File: src/tdps_pkg.sv
// Package for the tail-drop packet scheduler.
// Shared field widths, configuration reset value and sequencer state type.
// No dependencies.
package tdps_pkg;

  localparam int FIELD_W = 32;
  localparam int CFG_W   = 11;

  localparam logic [CFG_W-1:0] CFG_SIZE_RESET = 11'd1024;

  typedef enum logic [0:0] {
    ST_IDLE,
    ST_CMP
  } tdps_state_t;

endpackage

File: src/tdps_sched.sv
// Scheduler sequencer: FIFO pointers, pop loop against the store, push and result register.
// Depends on tdps_pkg; drives the port of tdps_store.
module tdps_sched
  import tdps_pkg::*;
#(
  parameter int MAX_DEPTH  = 1024,
  parameter int TIME_WIDTH = 32,
  parameter int ADDR_W     = 10,
  parameter int OCC_W      = 11
) (
  input  logic                  clk,
  input  logic                  rst_n,
  input  logic                  in_valid,
  output logic                  in_ready,
  input  logic [FIELD_W-1:0]    in_arrival,
  input  logic [FIELD_W-1:0]    in_process,
  output logic                  out_valid,
  input  logic                  out_ready,
  output logic                  out_dropped,
  output logic [FIELD_W-1:0]    out_start,
  input  logic [CFG_W-1:0]      buffer_size,
  output logic                  mem_we,
  output logic [ADDR_W-1:0]     mem_waddr,
  output logic [TIME_WIDTH-1:0] mem_wdata,
  output logic [ADDR_W-1:0]     mem_raddr,
  input  logic [TIME_WIDTH-1:0] mem_rdata
);

  localparam int LIM_W = (OCC_W > CFG_W) ? OCC_W : CFG_W;
  localparam logic [ADDR_W-1:0] LAST_SLOT = ADDR_W'(MAX_DEPTH - 1);
  localparam logic [LIM_W-1:0]  MAX_LIM   = LIM_W'(MAX_DEPTH);

  tdps_state_t state_r, state_nxt;

  logic [ADDR_W-1:0]     head_r, head_nxt;
  logic [ADDR_W-1:0]     tail_r, tail_nxt;
  logic [OCC_W-1:0]      occ_r, occ_nxt;
  logic [TIME_WIDTH-1:0] last_r, last_nxt;
  logic [TIME_WIDTH-1:0] arr_r, arr_nxt;
  logic [TIME_WIDTH-1:0] proc_r, proc_nxt;
  logic [TIME_WIDTH-1:0] start_r, start_nxt;
  logic                  out_valid_r, out_valid_nxt;
  logic                  out_dropped_r, out_dropped_nxt;
  logic [FIELD_W-1:0]    out_start_r, out_start_nxt;

  logic [TIME_WIDTH-1:0] in_arr_t;
  logic [TIME_WIDTH-1:0] avail;
  logic [TIME_WIDTH:0]   sum;
  logic [TIME_WIDTH-1:0] finish;
  logic [LIM_W-1:0]      limit;
  logic                  full;
  logic                  pop;
  logic                  can_load;

  assign in_arr_t = TIME_WIDTH'(in_arrival);
  assign avail    = (occ_r != '0) ? last_r : '0;
  assign sum      = {1'b0, start_r} + {1'b0, proc_r};
  assign finish   = sum[TIME_WIDTH] ? '1 : sum[TIME_WIDTH-1:0];
  assign limit    = (LIM_W'(buffer_size) > MAX_LIM) ? MAX_LIM : LIM_W'(buffer_size);
  assign full     = LIM_W'(occ_r) >= limit;
  assign pop      = (occ_r != '0) && (mem_rdata <= arr_r);
  assign can_load = !out_valid_r || out_ready;

  always_ff @(posedge clk) begin
    if (!rst_n) begin
      state_r     <= ST_IDLE;
      head_r      <= '0;
      tail_r      <= '0;
      occ_r       <= '0;
      out_valid_r <= 1'b0;
    end else begin
      state_r     <= state_nxt;
      head_r      <= head_nxt;
      tail_r      <= tail_nxt;
      occ_r       <= occ_nxt;
      out_valid_r <= out_valid_nxt;
    end
  end

  always_ff @(posedge clk) begin
    last_r        <= last_nxt;
    arr_r         <= arr_nxt;
    proc_r        <= proc_nxt;
    start_r       <= start_nxt;
    out_dropped_r <= out_dropped_nxt;
    out_start_r   <= out_start_nxt;
  end

  always_comb begin
    state_nxt       = state_r;
    head_nxt        = head_r;
    tail_nxt        = tail_r;
    occ_nxt         = occ_r;
    last_nxt        = last_r;
    arr_nxt         = arr_r;
    proc_nxt        = proc_r;
    start_nxt       = start_r;
    out_valid_nxt   = out_valid_r && !out_ready;
    out_dropped_nxt = out_dropped_r;
    out_start_nxt   = out_start_r;
    in_ready        = 1'b0;
    mem_we          = 1'b0;

    unique case (state_r)
      ST_IDLE: begin
        in_ready = 1'b1;
        if (in_valid) begin
          arr_nxt   = in_arr_t;
          proc_nxt  = TIME_WIDTH'(in_process);
          // start is fixed by the newest entry before any pops
          start_nxt = (avail > in_arr_t) ? avail : in_arr_t;
          state_nxt = ST_CMP;
        end
      end
      ST_CMP: begin
        if (pop) begin
          head_nxt = (head_r == LAST_SLOT) ? '0 : head_r + 1'b1;
          occ_nxt  = occ_r - 1'b1;
        end else if (can_load) begin
          out_valid_nxt   = 1'b1;
          out_dropped_nxt = full;
          out_start_nxt   = full ? '0 : FIELD_W'(start_r);
          if (!full) begin
            mem_we   = 1'b1;
            tail_nxt = (tail_r == LAST_SLOT) ? '0 : tail_r + 1'b1;
            occ_nxt  = occ_r + 1'b1;
            last_nxt = finish;
          end
          state_nxt = ST_IDLE;
        end
      end
      default: state_nxt = ST_IDLE;
    endcase
  end

  // read always targets the next head, so the compare stage sees the current head entry
  assign mem_raddr   = head_nxt;
  assign mem_waddr   = tail_r;
  assign mem_wdata   = finish;
  assign out_valid   = out_valid_r;
  assign out_dropped = out_dropped_r;
  assign out_start   = out_start_r;

  a_occ_bound: assert property (@(posedge clk) disable iff (!rst_n)
    LIM_W'(occ_r) <= MAX_LIM)
    else $error("occupancy above depth");

  a_empty_ptrs: assert property (@(posedge clk) disable iff (!rst_n)
    (occ_r == '0) |-> (head_r == tail_r))
    else $error("empty FIFO with head and tail apart");

  a_push_room: assert property (@(posedge clk) disable iff (!rst_n)
    mem_we |-> (LIM_W'(occ_r) < limit))
    else $error("push into a full buffer");

  a_occ_step: assert property (@(posedge clk) disable iff (!rst_n)
    $past(rst_n) |-> ((occ_r == $past(occ_r)) || (occ_r == $past(occ_r) + 1'b1)
                      || (occ_r + 1'b1 == $past(occ_r))))
    else $error("occupancy moved by more than one");

endmodule

File: config.mk
export PLATFORM = sky130hd
export DESIGN_NAME = tdps_sched
export DESIGN_NICKNAME = d
export VERILOG_FILES = /design/src/tdps_pkg.sv /design/src/tdps_sched.sv
export SDC_FILE = /design/constraint.sdc
export NUM_CORES = 1
export LEC_CHECK = 0
export BUFFER_PORTS_ARGS = -buffer_cell sky130_fd_sc_hd__buf_2
export CAP_MARGIN = 20
export CORE_MARGIN = 2
export CORE_UTILIZATION = 55
export CTS_CLUSTER_DIAMETER = 80
export CTS_CLUSTER_SIZE = 40
export DETAILED_ROUTE_END_ITERATION = 8
export PLACE_DENSITY = 0.78
export SLEW_MARGIN = 20
export SYNTH_ARGS = -nofsm -noshare
export SYNTH_HDL_FRONTEND = slang
export SYNTH_SLANG_ARGS = --single-unit
export TNS_END_PERCENT = 30
File: constraint.sdc
create_clock -name clk -period 6.07 [get_ports clk]
set_clock_uncertainty 0.05 [all_clocks]
set_input_delay 0.3035 -clock clk [delete_from_list [all_inputs] [get_ports clk]]
set_output_delay 0.3035 -clock clk [all_outputs]
set_load 0.02 [all_outputs]
# After elaboration in Yosys (flattened, before gate mapping)

Cells that the tools add are included.

Flip-flop bits (word level): 194
Output and inout port bits: 88

Add/subtract/negate cells: 5
Order comparisons: 4
Equal/unequal tests: 3
Mux-type cells: 23
Bitwise operators: 3
Reductions and logical operators: 11

Operator list:

| kind                                                                  | count |
|---|---|
| 32-bit 2-to-1 mux                                                     | 3 |
| 11-bit 2-to-1 mux                                                     | 4 |
| 10-bit 2-to-1 mux                                                     | 4 |
| 32-bit by 32-bit adder with 33-bit output                             | 1 |
| 32-bit greater-than comparator                                        | 1 |
| 32-bit <= comparator                                                  | 1 |
| 10-bit by 1-bit adder with 10-bit output (second input constant)      | 2 |
| 10-bit equality test (second input constant)                          | 2 |
| 11-bit by 1-bit adder with 11-bit output (second input constant)      | 1 |
| 11-bit >= comparator                                                  | 1 |
| 11-bit greater-than comparator (second input constant)                | 1 |
| 1-bit 2-to-1 mux                                                      | 11 |
| 11-bit nonzero test                                                   | 1 |
| 11-bit by 1-bit subtractor with 11-bit output (second input constant) | 1 |
| 3-bit AND reduction                                                   | 2 |
| 4-bit AND reduction                                                   | 1 |
| 1-bit NOT                                                             | 3 |
| 1-bit logical AND                                                     | 2 |
| 1-bit logical NOT                                                     | 2 |
| 2-bit by 1-bit != test with 1-bit output (second input constant)      | 1 |
| 1-bit case mux with 2 select lines                                    | 1 |
| 2-bit AND reduction                                                   | 1 |
| 2-bit nonzero test                                                    | 1 |
| 1-bit logical OR                                                      | 1 |

# Logic depth before layout (Yosys ltp)

Gate-level depths: netlist of run 1.

Depth after elaboration: 7
Mapped depth: 18
Mapped depth without buffers: 18

# Least setup slack after synthesis of run 1

Ideal clock, no wire load.

Path kind: flip-flop to flip-flop
From: register state_r
To: register arr_r[0], enable pin
Setup time: 561 ps
Data arrival time: 4734 ps
Data required time: 5459 ps
Path slack: 725 ps
Cell stages (with the launch flop): 3
Period minus slack after synthesis: 5345 ps
Cells stage by stage: dfxtp_1 clkbuf_1 nor2b_1

Word-level cells in the longest chain between the ends: 2

RTL lines:

| what                                 | RTL line         | source |
|---|---|---|
| start, declared                      | tdps_sched.sv:33 | `tdps_state_t state_r, state_nxt;` |
| start signal, assigned               | tdps_sched.sv:72 | `state_r <= state_nxt;` |
| 1-bit NOT                            | --               |  |
| 2-bit AND reduction (no source line) | --               |  |
| end signal, assigned                 | tdps_sched.sv:82 | `arr_r <= arr_nxt;` |
| end, declared                        | tdps_sched.sv:39 | `logic [TIME_WIDTH-1:0] arr_r, arr_nxt;` |

No other way between the ends.
A chain may end at the register's enable or synchronous reset.

# Worst setup path after layout of run 1

From: register occ_r[0]
To: register start_r[28], data pin

Word-level cells in the longest chain between the ends: 4

RTL lines:

| what                           | RTL line          | source |
|---|---|---|
| start, declared                | tdps_sched.sv:37  | `logic [OCC_W-1:0] occ_r, occ_nxt;` |
| start signal, assigned         | tdps_sched.sv:75  | `occ_r <= occ_nxt;` |
| 11-bit nonzero test (*)        | tdps_sched.sv:56  | `assign avail = (occ_r != '0) ? last_r : '0;` |
| 32-bit 2-to-1 mux (*)          | tdps_sched.sv:56  |  |
| 32-bit greater-than comparator | tdps_sched.sv:111 | `start_nxt = (avail > in_arr_t) ? avail : in_arr_t;` |
| 32-bit 2-to-1 mux (*)          | tdps_sched.sv:111 |  |
| end signal, assigned           | tdps_sched.sv:84  | `start_r <= start_nxt;` |
| end, declared                  | tdps_sched.sv:41  | `logic [TIME_WIDTH-1:0] start_r, start_nxt;` |

Mark *: on every way between the ends. The rest lies on a longest branch, timed or not.

==> flow_summary.yaml, run 1 <==
detailed_routing:
  vias: 8738
  wl_per_cell_um: 17.8
  dr.pass1.iters: 4
  ant_nets: 0
  drt-vias-per-instance: 5.65
  drt_iter0_drc: 453
  routed_wl_mm: 27.6
  drc: 0
cts:
  cts_root_buf: "clkbuf_16"
  cts_buffers: 17
  hold_buffers: 33
  max-clock-path-buffers: 2
  cts_setup_buffers: 0
  clk_pin_slew_ns: 0.08
  worstSkewPairLatency_ns: 0.45
  post_cts_resize_count: 0
  cts_tree: "built"
  clock-sinks: 194
  htreeDepth: 4
worst_setup_path:
  worst_ep_arrival_time_ns: 4.84
  cp.depth: 11
  r2r_slack_ns: 1.38
  critPathSlowestCell: "o31ai_4"
  rr_startpoint: "occ_r[0]"
  ff2ff_path_depth: 11
  cp_max_fo: 33
  crit_chain: "nor4_4 > nand3_2 > and2_1 > ha_1 > a2111oi_0 > o211ai_1 > a221oi_1 > o21ai_1 > o31ai_4 > buf_12 > mux2_1"
  cp_slowest_stage_delay_ns: 0.71
  crit_end: "start_r[28]"
  cp-end-kind: "flop"
  r2r_end: "start_r[28]"
  critPathKind: "reg2reg"
  cp-startpoint: "occ_r[0]"
  critPathLaunchType: "flop"
  cp_top_family: "compound AO/OA/AOI/OAI gates"
  cp_num_buf_inv: 1
  required_ns: 6.21
floorplan:
  initial_core_util: 0.561
  die_x_um: 148
  pin_count: 199
  coreArea_um2: 20300
  rows: 52
  die-area_um2: 21900
  die_h_um: 148
global_route:
  overflow: 0
  antenna_found_initial: 1
  grt_pass1_vias: 8389
  grt_max_degree: 69
  grt_pass1_wl_mm: 43.1
  track_usage: 0.255
yosys:
  synth_top_flop_cell: "edfxtp_1"
  yosysSeqAreaShare: 0.483
  ys_warn_count: 0
  syn_inst: 1031
  synth_cell_types: 79
  syn_area_um2: 11400
  synth_nets: 1262
  async_reset_ff_frac: 0
  synth-seq-cells: 194
  synth_enable_flop_cells: 161
  avgSynthCellArea_um2: 11.0
timing:
  drv_slew: 0
  slew_headroom: 0.371
  min_period_over_period: 0.773
  grt_setup_unrepaired: "no"
  tightest_slew_ns: 0.944
  finalSetupViolCount: 0
  timing.fmax_ghz: 0.213
  fin_crit_ns: 4.69
  hold_slack_ns: 0.0226
  setup-tns-final_ns: 0
  final_hold_viol_count: 0
layout:
  stdcell_area_um2: 13600
  n_fill_cell: 1566
  drive_gt1_frac: 0.207
  layout_common_cells: "buf_2 (198), edfxtp_1 (161), ha_1 (118)"
  nets: 1493
  final_common_cell: "buf_2"
  finalNonFillerCells: 1546
  area_growth_pct: 19.8
worst_hold_path:
  hp-class: "in2reg"
placement:
  dp_hpwl_mm: 20.2
  place_area_um2: 12700
  portBuffers: 198
  placedCellCount: 1479
  place_congestion: 0.910
pwr:
  power.density_nw_per_um2: 552
  finalPower_w: 0.00753
  leakage_nw: 6.01
  max-vdd-ir-drop_v: 0.000295
run:
  cap_viol_max_count: 0
status:
  status: "complete, no violations"
## how the worst min path moves through the flow
stage / cells past startpoint / slack, ns / endpoint / start
2_1_floorplan: 0 / 0.35 / arr_r[0] / in_arrival[0]
3_3_place_gp: 2 / 0.43 / mem_waddr[8] / mem_waddr[8]
3_5_place_dp: 1 / 0.43 / proc_r[20] / in_process[20]
4_1_cts: 1 / 0.008 / arr_r[0] / in_arrival[0]
5_1_grt: 1 / 0.01 / arr_r[0] / in_arrival[0]
6_report: 1 / 0.02 / arr_r[3] / in_arrival[3]
## worst reg2reg max path, cell delays in order (launching register included)
cell	delay, ns
dfxtp_1	0.38
nor4_4	0.37
nand3_2	0.55
and2_1	0.43
ha_1	0.29
a2111oi_0	0.46
o211ai_1	0.18
a221oi_1	0.27
o21ai_1	0.15
o31ai_4	0.71
buf_12	0.26
mux2_1	0.35
## flip-flops by register name, summed over array words and instances (netlist names)
name and cells:
out_start 32, head_r 10, arr_r 32, proc_r 32
out_valid 1, start_r 32, out_dropped 1, last_r 32
occ_r 11, mem_waddr 10, state_r 1
## per-stage QoR
step           setup WS [ns]   util
2_1_floorplan          0.725      -
3_3_place_gp            1.51  0.624
3_5_place_dp            1.42  0.624
4_1_cts                 1.37  0.670
5_1_grt                 1.11  0.672
6_report                1.38  0.672
## kinds of logic after synthesis
logic type,share of synthesized area
AOI/OAI and AO/OA,0.143
xor gates and xnor gates,0.0269
adders and majority gates,0.133
buffers and inverters,0.0398
DFF,0.483
muxes,0.0342
and+or+nand+nor,0.140
## per-layer routing
layer / part of all wire / global-route usage / vias to the layer above / wire [um]
li1: - / - / 4278 / -
met1: 0.43 / 0.333 / 4141 / 11700
met2: 0.50 / 0.439 / 281 / 13700
met3: 0.059 / 0.0444 / 38 / 1630
met4: 0.018 / 0.0705 / 0 / 507
met5: 0 / 0 / - / 0
## synth_stat cells, types with 9 or more instances
master / n / share of area
nand2_1: 70 / 0.023
nand4_1: 24 / 0.013
o21ai_1: 11 / 0.0048
and2_1: 71 / 0.039
mux2_1: 29 / 0.029
ha_1: 118 / 0.13
o31ai_1: 9 / 0.0059
nor2b_1: 10 / 0.0055
nor2_1: 37 / 0.012
clkbuf_1: 16 / 0.0053
dfxtp_1: 33 / 0.058
o21a_1: 13 / 0.0086
nand3_1: 33 / 0.015
a21oi_1: 59 / 0.026
edfxtp_1: 161 / 0.42
a21o_1: 44 / 0.029
xnor2_1: 27 / 0.021
o21ai_0: 32 / 0.014
inv_1: 87 / 0.029
## area by class of cell
cell class	count	area, um2	area share
sequential	194	5500	0.403
multi-input combinational	723	5460	0.400
timing repair buffer	237	1400	0.103
clock buffer	17	425	0.0312
tap	270	338	0.0248
inverter	89	334	0.0245
clock inverter	15	183	0.0134
antenna	1	2.50	0.000183
## where the power goes
| part | internal [W] | leakage, nW | switching (W) |
|---|---|---|---|
| Sequential | 0.00201 | 1.78 | 0.000206 |
| Clock | 0.000560 | 0.292 | 0.000575 |
| Combinational | 0.00167 | 3.94 | 0.00250 |
Power figures use the tool's default switching activity.
==> inputs of run 2 (changes only) <==
--- a/config.mk
+++ b/config.mk
@@ -5,14 +5,15 @@
 export SDC_FILE = /design/constraint.sdc
 export NUM_CORES = 1
 export LEC_CHECK = 0
+export ABC_AREA = 1
 export BUFFER_PORTS_ARGS = -buffer_cell sky130_fd_sc_hd__buf_2
 export CAP_MARGIN = 20
 export CORE_MARGIN = 2
-export CORE_UTILIZATION = 55
+export CORE_UTILIZATION = 52
 export CTS_CLUSTER_DIAMETER = 80
 export CTS_CLUSTER_SIZE = 40
 export DETAILED_ROUTE_END_ITERATION = 8
-export PLACE_DENSITY = 0.78
+export PLACE_DENSITY = 0.77
 export SLEW_MARGIN = 20
 export SYNTH_ARGS = -nofsm -noshare
 export SYNTH_HDL_FRONTEND = slang
==> constraint.sdc (replaced) <==
create_clock -name clk -period 3.85 [get_ports clk]
set_clock_uncertainty 0.05 [all_clocks]
set_input_delay 0.1925 -clock clk [delete_from_list [all_inputs] [get_ports clk]]
set_output_delay 0.1925 -clock clk [all_outputs]
set_load 0.02 [all_outputs]
==> run 2 against run 1 <==
  * Total power is 32% higher
  * Register-to-register slack worse by 0.93 ns
  * Via count is 19% higher
  * Cell area is 6.0% higher
  * Largest cell class unchanged
  * Critical endpoint is now mem_wdata[14]
  * Cell count is 26% higher
==> flow_summary.yaml, run 2 <==
status:
  status: "complete, no violations"
placement:
  pre_cts_ws_ns: 0.455
  place_area_um2: 13200
  place_congestion: 0.979
  portBuffers: 198
  dp_hpwl_mm: 23.8
timing:
  setup-tns-final_ns: 0
  drv_slew: 0
  hold_slack_ns: 0.0570
  tightest_slew_ns: 0.709
  final_hold_viol_count: 0
  grt_setup_unrepaired: "no"
  finalSetupViolCount: 0
  setup_ws_ns: 0.439
  fin_crit_ns: 3.41
  min_period_over_period: 0.886
  slew_headroom: 0.524
  timing.fmax_ghz: 0.293
global_route:
  overflow: 0
  grt_pass1_vias: 9967
  grt_max_degree: 37
  antenna_found_initial: 0
  grt_pass1_wl_mm: 49.6
  track_usage: 0.266
layout:
  stdcell_area_um2: 14500
  final_common_cell: "nand2_1"
  n_fill_cell: 1866
  drive_gt1_frac: 0.157
  layout_common_cells: "nand2_1 (293), inv_1 (222), buf_2 (198)"
  antenna_cells: 0
  nets: 1886
  multi_input_area_um2: 5370
  area_growth_pct: 22.0
  seqCellArea_um2: 5500
cts:
  cts_root_buf: "clkbuf_16"
  worstSkewPairLatency_ns: 0.44
  clk_pin_slew_ns: 0.07
  cts_buffers: 17
  cts_tree: "built"
  cts_setup_buffers: 0
  clock-sinks: 194
  post_cts_resize_count: 0
  max-clock-path-buffers: 2
  htreeDepth: 4
detailed_routing:
  dr.pass1.iters: 5
  drt-vias-per-instance: 5.31
  drc: 0
  wl_per_cell_um: 16.2
  ant_nets: 0
  routed_wl_mm: 31.7
  vias: 10365
  drt_iter0_drc: 827
pwr:
  leakage_nw: 6.96
  max-vdd-ir-drop_v: 0.000400
  power.density_nw_per_um2: 690
yosys:
  synth_top_cells_by_area: "edfxtp_1 (41%), ha_1 (12%), nand2_1 (9.3%), inv_1 (7.0%), dfxtp_1 (5.6%)"
  synth_top_flop_cell: "edfxtp_1"
  synth_cell_types: 45
  synth_top_area_frac: 0.408
  ys_warn_count: 0
  synth-seq-cells: 194
  syn_area_um2: 11800
  synth_enable_flop_cells: 161
  async_reset_ff_frac: 0
  synth.most_common_cell: "nand2_1"
  yosysSeqAreaShare: 0.464
  yosysTopAreaCell: "edfxtp_1"
  synth_common_cells: "nand2_1 (293), inv_1 (222), nor2_1 (166), edfxtp_1 (161), ha_1 (118)"
  synth_nets: 1618
  syn_inst: 1387
  avgSynthCellArea_um2: 8.54
floorplan:
  pin_count: 199
  initial_core_util: 0.526
  coreArea_um2: 22500
  die_x_um: 155
  die_h_um: 155
  die-area_um2: 24000
  rows: 55
worst_setup_path:
  crit_top_cell: "nand2_1"
  r2r_slack_ns: 0.45
  critPathSlowestCell: "fa_1"
  required_ns: 3.61
  cp_num_buf_inv: 3
  r2r_end: "occ_r[8]"
  cp-end-kind: "output port"
  crit_chain: "ha_1 > inv_1 > fa_1 > o21ai_2 > nand2_1 > o211ai_2 > nand2_2 > nand2_2 > nand2_1 > nand2_1 > inv_2 > o21a_4 > nand3_1 > buf_2"
  cp_max_fo: 32
  ff2ff_path_depth: 19
  critPathLaunchType: "flop"
  cp_top_family: "adder cells"
  critPathKind: "reg2out"
  rr_startpoint: "arr_r[25]"
  worst_ep_arrival_time_ns: 3.17
  cp_slowest_stage_delay_ns: 0.43
worst_hold_path:
  hp-start: "out_ready"
  hold_depth: 4
  min_to: "out_valid"
  hp-class: "in2reg"
run:
  cap_viol_max_count: 0
-- run 2: changes by cell type after synthesis, sizes merged, moves of 11 or more --
cell | previous run | this run
a21o | 44 | 13
a21oi | 60 | 96
and2 | 71 | 0
inv | 88 | 226
mux2 | 31 | 0
nand2 | 70 | 296
nand3 | 34 | 79
nand4 | 25 | 14
nor2 | 37 | 166
o21ai | 44 | 55
xnor2 | 27 | 9
xor2 | 8 | 22
-- run 2: repair_timing --
item / CTS / global route
hold buffers: 64 / 0
endpoints found under the setup margin: 0 / 0
hold endpoints to repair: 64 / 0
-- run 2: area by class of cell --
type / instances / share of cell area
clock buffer: 19 / 0.0300
clock inverter: 13 / 0.0111
inverter: 228 / 0.0592
multi-input combinational: 939 / 0.372
sequential: 194 / 0.380
tap: 285 / 0.0247
timing repair buffer: 275 / 0.123
-- run 2: how the worst max path moves through the flow --
stage	start	end	slack, ns	cells after the start
3_5_place_dp	arr_r[19]	occ_r[8]	0.46	19
6_report	start_r[0]	mem_wdata[14]	0.44	14
5_1_grt	arr_r[23]	occ_r[8]	0.08	18
2_1_floorplan	state_r	arr_r[0]	0.29	2
4_1_cts	start_r[0]	mem_wdata[20]	0.42	14
3_3_place_gp	arr_r[19]	occ_r[8]	0.49	19
-- run 2: through the flow --
step | power [W] | util | cells
after floorplan | 0.00658 | - | 1387
after global placement | 0.00798 | 0.587 | 1857
after detailed placement | 0.00805 | 0.587 | 1857
after CTS | 0.00990 | 0.642 | 1953
after global routing | 0.0107 | 0.642 | 1953
final | 0.00998 | 0.642 | 1953
-- run 2: kinds of logic after synthesis --
family,after synthesis,share of synthesized area
AOI/OAI and AO/OA,200,0.0967
DFF,194,0.464
adders and majority gates,120,0.128
and+or+nand+nor,588,0.205
xor gates and xnor gates,31,0.0229
buffers and inverters,254,0.0839
-- run 2: power by group --
group | switching [W] | internal (W)
clock | 0.000792 | 0.00102
sequential | 0.000296 | 0.00293
combinational | 0.00326 | 0.00167
-- run 2: worst reg2reg max path, stage by stage, from the launching register on --
cell and delay, ns:
edfxtp_1 0.38, inv_1 0.07, ha_1 0.24, a21oi_1 0.16, o21ai_0 0.09, nand2_1 0.06
nand2_1 0.06, a21oi_1 0.19, nand2_1 0.08, nand2_1 0.13, nand2_1 0.09, inv_1 0.30
ha_1 0.37, a21oi_1 0.20, o21ai_0 0.15, a21oi_1 0.24, nor2_1 0.06, nor2_1 0.12
xor2_1 0.15, a21oi_1 0.08
-- run 2: routing by layer --
layer	share of wire	GRT usage	routed length [um]
met4	0.024	0.0829	760
met1	0.42	0.343	13300
met2	0.49	0.463	15400
met3	0.070	0.0393	2210
met5	0	0	0
